`src/rtl/mpq_pkg.sv`:
```
// ----------------------------------------------------------------------------
// mpq_pkg
// Shared types and codes for the min priority queue with decrease-key.
// ----------------------------------------------------------------------------
package mpq_pkg;

    localparam int CAPACITY_DEF   = 64;
    localparam int KEY_BITS_DEF   = 16;
    localparam int VERTEX_BITS    = 6;
    localparam int FIELD_KEY_BITS = 16;
    localparam int STATUS_BITS    = 3;
    localparam int TOTAL_BITS     = 7;

    localparam logic KIND_INSERT = 1'b0;
    localparam logic KIND_POP    = 1'b1;

    localparam logic [STATUS_BITS-1:0] STATUS_APPENDED  = 3'd0;
    localparam logic [STATUS_BITS-1:0] STATUS_LOWERED   = 3'd1;
    localparam logic [STATUS_BITS-1:0] STATUS_UNCHANGED = 3'd2;
    localparam logic [STATUS_BITS-1:0] STATUS_POPPED    = 3'd3;
    localparam logic [STATUS_BITS-1:0] STATUS_POP_EMPTY = 3'd4;
    localparam logic [STATUS_BITS-1:0] STATUS_FULL      = 3'd5;

    typedef struct packed {
        logic                      kind;
        logic [VERTEX_BITS-1:0]    vertex_id;
        logic [FIELD_KEY_BITS-1:0] new_key;
    } t_in_item;

    typedef struct packed {
        logic [STATUS_BITS-1:0]    status;
        logic [VERTEX_BITS-1:0]    popped_vertex;
        logic [FIELD_KEY_BITS-1:0] popped_key;
        logic [VERTEX_BITS-1:0]    top_vertex;
        logic [FIELD_KEY_BITS-1:0] top_key;
        logic [TOTAL_BITS-1:0]     entry_total;
        logic                      is_empty;
    } t_out_item;

endpackage

```
`src/rtl/min_priority_queue_decrease_key_core.sv`:
```
// entries held: at most CAPACITY; a new item is stalled until the last result is
// loaded into the output register; the slot memory (one read and one write port) is
// walked once for the vertex search or the pop shift, then once more for the slot 0
// settle pass; an empty pop skips both, a full queue the settle, a slot 0 hit the search
// reset: synchronous active low; the queue comes up empty, slot memory is not cleared
// ----------------------------------------------------------------------------
// min_priority_queue_decrease_key_core
// Ordered list of (vertex, key) entries with the minimum kept in slot 0.
// Slot 0 lives in registers, the other slots in a synchronous memory.
// ----------------------------------------------------------------------------
module min_priority_queue_decrease_key_core #(
    parameter int CAPACITY = mpq_pkg::CAPACITY_DEF,
    parameter int KEY_BITS = mpq_pkg::KEY_BITS_DEF
) (
    input  logic              i_clk,
    input  logic              i_rst_n,
    input  logic              i_in_valid,
    output logic              o_in_stall,
    input  mpq_pkg::t_in_item i_in_data,
    output logic              o_out_valid,
    input  logic              i_out_stall,
    output mpq_pkg::t_out_item o_out_data
);
    import mpq_pkg::*;

    localparam int AW = (CAPACITY > 1) ? $clog2(CAPACITY) : 1;
    localparam int CW = $clog2(CAPACITY + 1);
    localparam int EW = VERTEX_BITS + KEY_BITS;

    localparam logic [2:0] ST_IDLE   = 3'd0;
    localparam logic [2:0] ST_START  = 3'd1;
    localparam logic [2:0] ST_SEARCH = 3'd2;
    localparam logic [2:0] ST_SHIFT  = 3'd3;
    localparam logic [2:0] ST_SETTLE = 3'd4;
    localparam logic [2:0] ST_DONE   = 3'd5;

    logic [EW-1:0] mem [CAPACITY];

    logic [2:0]             r_state, n_state;
    logic [CW-1:0]          r_count, n_count;
    logic [CW-1:0]          r_idx, n_idx;
    logic                   r_rd_vld, n_rd_vld;
    logic [AW-1:0]          r_rd_addr, n_rd_addr;
    logic [EW-1:0]          r_rd_data;
    logic [VERTEX_BITS-1:0] r_top_v, n_top_v;
    logic [KEY_BITS-1:0]    r_top_k, n_top_k;
    logic                   r_kind, n_kind;
    logic [VERTEX_BITS-1:0] r_vid, n_vid;
    logic [KEY_BITS-1:0]    r_key, n_key;
    logic [STATUS_BITS-1:0] r_status, n_status;
    logic [VERTEX_BITS-1:0] r_pop_v, n_pop_v;
    logic [KEY_BITS-1:0]    r_pop_k, n_pop_k;
    logic                   r_out_valid, n_out_valid;
    t_out_item              r_out, n_out;

    logic                   rd_en;
    logic                   wr_en;
    logic [AW-1:0]          wr_addr;
    logic [EW-1:0]          wr_data;
    logic [VERTEX_BITS-1:0] rd_v;
    logic [KEY_BITS-1:0]    rd_k;
    logic                   w_issue;
    logic [KEY_BITS+FIELD_KEY_BITS-1:0] w_in_key_wide;
    logic [KEY_BITS+FIELD_KEY_BITS-1:0] w_top_key_wide;
    logic [KEY_BITS+FIELD_KEY_BITS-1:0] w_pop_key_wide;
    logic [CW+TOTAL_BITS-1:0]           w_count_wide;

    assign rd_v    = r_rd_data[EW-1:KEY_BITS];
    assign rd_k    = r_rd_data[KEY_BITS-1:0];
    assign w_issue = (r_idx < r_count);

    // key field width against stored key width, either way round
    assign w_in_key_wide  = {{KEY_BITS{1'b0}}, i_in_data.new_key};
    assign w_top_key_wide = {{FIELD_KEY_BITS{1'b0}}, r_top_k};
    assign w_pop_key_wide = {{FIELD_KEY_BITS{1'b0}}, r_pop_k};
    assign w_count_wide   = {{TOTAL_BITS{1'b0}}, r_count};

    assign o_in_stall  = (r_state != ST_IDLE);
    assign o_out_valid = r_out_valid;
    assign o_out_data  = r_out;

    always_comb begin
        n_state     = r_state;
        n_count     = r_count;
        n_idx       = r_idx;
        n_rd_vld    = 1'b0;
        n_rd_addr   = r_rd_addr;
        n_top_v     = r_top_v;
        n_top_k     = r_top_k;
        n_kind      = r_kind;
        n_vid       = r_vid;
        n_key       = r_key;
        n_status    = r_status;
        n_pop_v     = r_pop_v;
        n_pop_k     = r_pop_k;
        n_out_valid = r_out_valid && i_out_stall;
        n_out       = r_out;
        rd_en       = 1'b0;
        wr_en       = 1'b0;
        wr_addr     = r_rd_addr;
        wr_data     = r_rd_data;

        case (r_state)
            ST_IDLE: begin
                if (i_in_valid) begin
                    n_kind  = i_in_data.kind;
                    n_vid   = i_in_data.vertex_id;
                    n_key   = w_in_key_wide[KEY_BITS-1:0];
                    n_state = ST_START;
                end
            end
            ST_START: begin
                n_idx   = CW'(1);
                n_pop_v = '0;
                n_pop_k = '0;
                if (r_kind == KIND_POP) begin
                    if (r_count == '0) begin
                        n_status = STATUS_POP_EMPTY;
                        n_state  = ST_DONE;
                    end else begin
                        n_status = STATUS_POPPED;
                        n_pop_v  = r_top_v;
                        n_pop_k  = r_top_k;
                        n_state  = ST_SHIFT;
                    end
                end else if (r_count != '0 && r_top_v == r_vid) begin
                    if (r_key < r_top_k) begin
                        n_top_k  = r_key;
                        n_status = STATUS_LOWERED;
                    end else begin
                        n_status = STATUS_UNCHANGED;
                    end
                    n_state = ST_SETTLE;
                end else begin
                    n_state = ST_SEARCH;
                end
            end
            ST_SEARCH: begin
                if (r_rd_vld && rd_v == r_vid) begin
                    // match: no further read so nothing spills into the settle pass
                    if (r_key < rd_k) begin
                        wr_en    = 1'b1;
                        wr_data  = {r_vid, r_key};
                        n_status = STATUS_LOWERED;
                    end else begin
                        n_status = STATUS_UNCHANGED;
                    end
                    n_idx   = CW'(1);
                    n_state = ST_SETTLE;
                end else if (w_issue) begin
                    rd_en     = 1'b1;
                    n_rd_vld  = 1'b1;
                    n_rd_addr = r_idx[AW-1:0];
                    n_idx     = r_idx + CW'(1);
                end else if (!r_rd_vld) begin
                    if (r_count >= CW'(CAPACITY)) begin
                        n_status = STATUS_FULL;
                        n_state  = ST_DONE;
                    end else begin
                        if (r_count == '0) begin
                            n_top_v = r_vid;
                            n_top_k = r_key;
                        end else begin
                            wr_en   = 1'b1;
                            wr_addr = r_count[AW-1:0];
                            wr_data = {r_vid, r_key};
                        end
                        n_count  = r_count + CW'(1);
                        n_status = STATUS_APPENDED;
                        n_idx    = CW'(1);
                        n_state  = ST_SETTLE;
                    end
                end
            end
            ST_SHIFT: begin
                if (r_rd_vld) begin
                    if (r_rd_addr == AW'(1)) begin
                        n_top_v = rd_v;
                        n_top_k = rd_k;
                    end else begin
                        wr_en   = 1'b1;
                        wr_addr = r_rd_addr - AW'(1);
                    end
                end
                if (w_issue) begin
                    rd_en     = 1'b1;
                    n_rd_vld  = 1'b1;
                    n_rd_addr = r_idx[AW-1:0];
                    n_idx     = r_idx + CW'(1);
                end else if (!r_rd_vld) begin
                    n_count = r_count - CW'(1);
                    n_idx   = CW'(1);
                    n_state = ST_SETTLE;
                end
            end
            ST_SETTLE: begin
                // swap any strictly smaller entry into slot 0
                if (r_rd_vld && rd_k < r_top_k) begin
                    wr_en   = 1'b1;
                    wr_data = {r_top_v, r_top_k};
                    n_top_v = rd_v;
                    n_top_k = rd_k;
                end
                if (w_issue) begin
                    rd_en     = 1'b1;
                    n_rd_vld  = 1'b1;
                    n_rd_addr = r_idx[AW-1:0];
                    n_idx     = r_idx + CW'(1);
                end else if (!r_rd_vld) begin
                    n_state = ST_DONE;
                end
            end
            ST_DONE: begin
                if (!r_out_valid || !i_out_stall) begin
                    n_out.status        = r_status;
                    n_out.popped_vertex = r_pop_v;
                    n_out.popped_key    = w_pop_key_wide[FIELD_KEY_BITS-1:0];
                    if (r_count == '0) begin
                        n_out.top_vertex = '0;
                        n_out.top_key    = '0;
                    end else begin
                        n_out.top_vertex = r_top_v;
                        n_out.top_key    = w_top_key_wide[FIELD_KEY_BITS-1:0];
                    end
                    n_out.entry_total = w_count_wide[TOTAL_BITS-1:0];
                    n_out.is_empty    = (r_count == '0);
                    n_out_valid       = 1'b1;
                    n_state           = ST_IDLE;
                end
            end
            default: begin
                n_state = ST_IDLE;
            end
        endcase
    end

    always_ff @(posedge i_clk) begin
        if (!i_rst_n) begin
            r_state     <= ST_IDLE;
            r_count     <= '0;
            r_rd_vld    <= 1'b0;
            r_out_valid <= 1'b0;
        end else begin
            r_state     <= n_state;
            r_count     <= n_count;
            r_rd_vld    <= n_rd_vld;
            r_out_valid <= n_out_valid;
        end
    end

    always_ff @(posedge i_clk) begin
        r_idx     <= n_idx;
        r_rd_addr <= n_rd_addr;
        r_top_v   <= n_top_v;
        r_top_k   <= n_top_k;
        r_kind    <= n_kind;
        r_vid     <= n_vid;
        r_key     <= n_key;
        r_status  <= n_status;
        r_pop_v   <= n_pop_v;
        r_pop_k   <= n_pop_k;
        r_out     <= n_out;
    end

    always_ff @(posedge i_clk) begin
        if (wr_en) begin
            mem[wr_addr] <= wr_data;
        end
    end

    always_ff @(posedge i_clk) begin
        if (rd_en) begin
            r_rd_data <= mem[r_idx[AW-1:0]];
        end
    end

endmodule
```
`config.mk`:
```
export PLATFORM = sky130hd
export DESIGN_NAME = min_priority_queue_decrease_key_core
export DESIGN_NICKNAME = d
export VERILOG_FILES = /design/src/rtl/mpq_pkg.sv /design/src/rtl/min_priority_queue_decrease_key_core.sv
export SDC_FILE = /design/constraint.sdc
export NUM_CORES = 2
export LEC_CHECK = 0
export ABC_AREA = 1
export BUFFER_PORTS_ARGS = -buffer_cell sky130_fd_sc_hd__buf_4
export CAP_MARGIN = 30
export CORE_MARGIN = 2
export CORE_UTILIZATION = 39
export DETAILED_ROUTE_END_ITERATION = 8
export PLACE_DENSITY = 0.63
export SLEW_MARGIN = 10
export SYNTH_ARGS = -nofsm -noshare
export SYNTH_HDL_FRONTEND = slang
export SYNTH_SLANG_ARGS = --single-unit
```
`constraint.sdc`:
```
create_clock -name i_clk -period 4 [get_ports i_clk]
set_input_delay 0.4 -clock i_clk [delete_from_list [all_inputs] [get_ports i_clk]]
set_output_delay 0.4 -clock i_clk [all_outputs]
set_load 0.01 [all_outputs]
```
==> impl_metrics.ini <==
[timing]
hold_slack_ns = 0.273
hold_violations = 0
slew_violations = 0
tightest_slew_ns = 1.25
setup_viol = 0
fin_worst_skew_ns = 0.0320
fmax_ghz = 0.278
setup_slack_ns = 0.406
finalSetupTns_ns = 0
period_needed_ns = 3.59
relSlewSlack_pct = 16.8
rsz0062_at_grt = false
period_share_pct = 89.8

[grt]
grt.total_usage_pct = 20.4
grt_max_degree = 227
antenna_found_initial = 4
grt_overflow = 0
first_global_vias = 39800
grt_pass1_wl_um = 259000

[die]
dieArea_mm2 = 0.169
initial_core_util_pct = 39.2
ios = 84
num_rows = 149
die_h_um = 411
fp.dieW_um = 411
core_area_mm2 = 0.165

[layout]
final_nets = 5145
nFillCells = 14500
syn2layout_area_growth_pct = 14.8
fin_util_pct = 45.0
antenna_cells = 0
drive_above_1_share_pct = 12.2

[routing]
finalWirelength_um = 175000
wl_per_cell_um = 23.7
post-route-drc-count = 0
num_vias = 41800
vias_per_cell = 5.67
dr.pass1.iters = 7
dr.first_iter.drc_count = 5075
antenna_left = 0

[synthesis]
synth_seq_cells = 1580
netlist_area_mm2 = 0.0645
synthCells = 4962
synth_ff_type = edfxtp_1
yosys.area.top_type = edfxtp_1
post-synth-top-area-fraction_pct = 73.0
synth.yosys.seq_area_share_pct = 73.4
synthArstFlopShare_pct = 0
ys_warn_count = 0
syn_area_per_cell_um2 = 13.0
synth_edf_count = 1568
ys_types = 45
synth_nets = 5049
synth.top_cells.by_area = edfxtp_1, o21ai_0, nor2_1

[clock_tree]
cts_resized = 0
numCtsBuffers = 159
path_clk_slew_ns = 0.06
htreeDepth = 4
cts_tree = yes
cts_sinks = 1580
clock_latency_ns = 0.81
cts-root-buf = clkbuf_16
clk_path_buf_depth = 3

[setup_path]
worstPathRequired_ns = 4.44
r2r_slack_ns = 0.41
cp_max_fo = 22
cp-start-kind = register
cp.arrival_ns = 4.03
crit_type = reg -> reg
worstSetupEndpointType = register
r2r_cells = 13

[power_and_ir_drop]
pwr_density_cell_mw_per_mm2 = 767
ir_worst_vdd_mv = 0.681
leakage_nw = 24.0

[hold_path]
worstHoldPathType = in -> reg
hold_depth = 4

[flow_run]
maxCapViolCount = 0

[status]
outcome = complete, no violations

[place]
port_buffers = 83
routabilityCongestion = 0.893
dpl.hpwl_um = 96800
dp_slack_ns = 0.454
flip-flops by register name, indices dropped and copies added (netlist names), 3 cells and up:
name,count
r_rd_addr,6
r_pop_k,16
r_rd_data,22
r_vid,6
r_key,16
r_status,3
o_out_data,55
r_count,7
r_idx,7
r_top_v,6
r_top_k,16
mem,1408
r_state,3
r_pop_v,6
power by group:
part | total, mW | switching [mW] | leakage, nW | internal (mW)
combinational | 20.2 | 15.0 | 7.20 | 5.15
clock | 14.7 | 6.25 | 2.51 | 8.46
sequential | 21.9 | 0.386 | 14.3 | 21.5
path summary, 6_finish.rpt:
| path | from | to |
|---|---|---|
| worst max register to register | r_count[4]$_SDFFE_PN0P_ | mem[49][17]$_DFFE_PP_ |
| worst max-delay path | r_count[4]$_SDFFE_PN0P_ | mem[49][17]$_DFFE_PP_ |
| worst min register to register | r_pop_k[4]$_SDFFCE_PP0N_ | o_out_data[34]$_DFFE_PP_ |
| worst min-delay path | i_in_valid | r_kind$_DFFE_PP_ |
Yosys cell counts (6+ instances only):
library cell,instances
a21oi_1,47
a31oi_1,9
buf_1,24
buf_2,56
clkbuf_1,254
dfxtp_1,12
edfxtp_1,1568
ha_1,59
inv_1,112
inv_2,15
nand2_1,288
nand2_2,10
nand3_1,218
nand3_2,10
nand3_4,9
nand4_1,27
nor2_1,883
nor2_2,6
nor3_1,7
o211ai_1,203
o21ai_0,760
o221ai_1,157
o22ai_1,177
xor2_1,9
kinds of logic after synthesis:
family | after synthesis | share of synthesized area (%)
buffers and inverters | 470 | 2.91
AOI/OAI and AO/OA | 1367 | 12.7
xor gates and xnor gates | 13 | 0.177
DFF | 1580 | 73.4
and+or+nand+nor | 1472 | 9.64
adders and majority gates | 60 | 1.18
metrics by stage:
| step | area, um2 | power, mW | cells |
|---|---|---|---|
| 4_1_cts | 74000 | 56.7 | 7370 |
| 3_5_place_dp | 68600 | 42.0 | 7059 |
| 5_1_grt | 74000 | 59.2 | 7372 |
| 3_3_place_gp | 68600 | 41.8 | 7058 |
| 6_report | 74000 | 56.8 | 7372 |
| 2_1_floorplan | 64500 | 33.8 | 4962 |
worst max-delay path, stage by stage (launching register included):
cell     delay, ns
dfxtp_1       0.45
inv_1         0.10
ha_1          0.31
nand2_1       0.06
nor2_1        0.09
nand2_1       0.06
nand2_1       0.17
nand2_2       0.17
nand2_1       0.11
nand3_1       0.19
a21oi_2       0.37
nand3_2       0.52
nor2_2        0.22
buf_4         0.40
layout by cell type (no fill, tap or decap), drive strengths merged:
cell type / synthesis / routed
edfxtp: 1568 / 1568
nor2: 895 / 895
o21ai: 765 / 765
nand2: 300 / 300
buf: 88 / 251
nand3: 237 / 237
o211ai: 204 / 204
clkbuf: 254 / 195
o22ai: 177 / 177
o221ai: 157 / 157
inv: 127 / 133
clkinv: 1 / 71
ha: 59 / 59
a21oi: 50 / 50
nand4: 28 / 28
dlygate4sd3: 0 / 25
bufinv: 0 / 14
dfxtp: 12 / 12
a31oi: 9 / 9
xor2: 9 / 9
nor3: 7 / 7
xnor2: 4 / 4
o31ai: 2 / 2
nand3b: 2 / 2
clkinvlp: 0 / 2
o21a: 1 / 1
and3: 1 / 1
a211oi: 1 / 1
o2111ai: 1 / 1
and2: 1 / 1
nor4: 1 / 1
fa: 1 / 1
repair_timing:
action                    in CTS  in global routing
hold endpoints to repair      41                  0
buffers inserted               0                  0
hold buffers                  25                  0
metal layers:
| layer | routed length, um | global-route usage, % | vias up | part of all wire (%) |
|---|---|---|---|---|
| li1 | - | - | 18900 | - |
| met1 | 71800 | 28.0 | 20700 | 41 |
| met2 | 81300 | 32.3 | 2003 | 46 |
| met3 | 15900 | 3.88 | 312 | 9.1 |
| met4 | 5880 | 7.30 | 6 | 3.4 |
| met5 | 41 | 0 | - | 0.023 |
cell type report:
cell class / count / area [um2] / share of cell area, %
Tap cell: 2189 / 2740 / 3.70
Clock buffer: 194 / 4250 / 5.74
Timing Repair Buffer: 277 / 2750 / 3.71
Inverter: 128 / 500 / 0.676
Clock inverter: 92 / 877 / 1.18
Multi-Input combinational cell: 2912 / 15600 / 21.1
Sequential cell: 1580 / 47300 / 63.9
No activity file was read; power rests on OpenSTA's default activity.
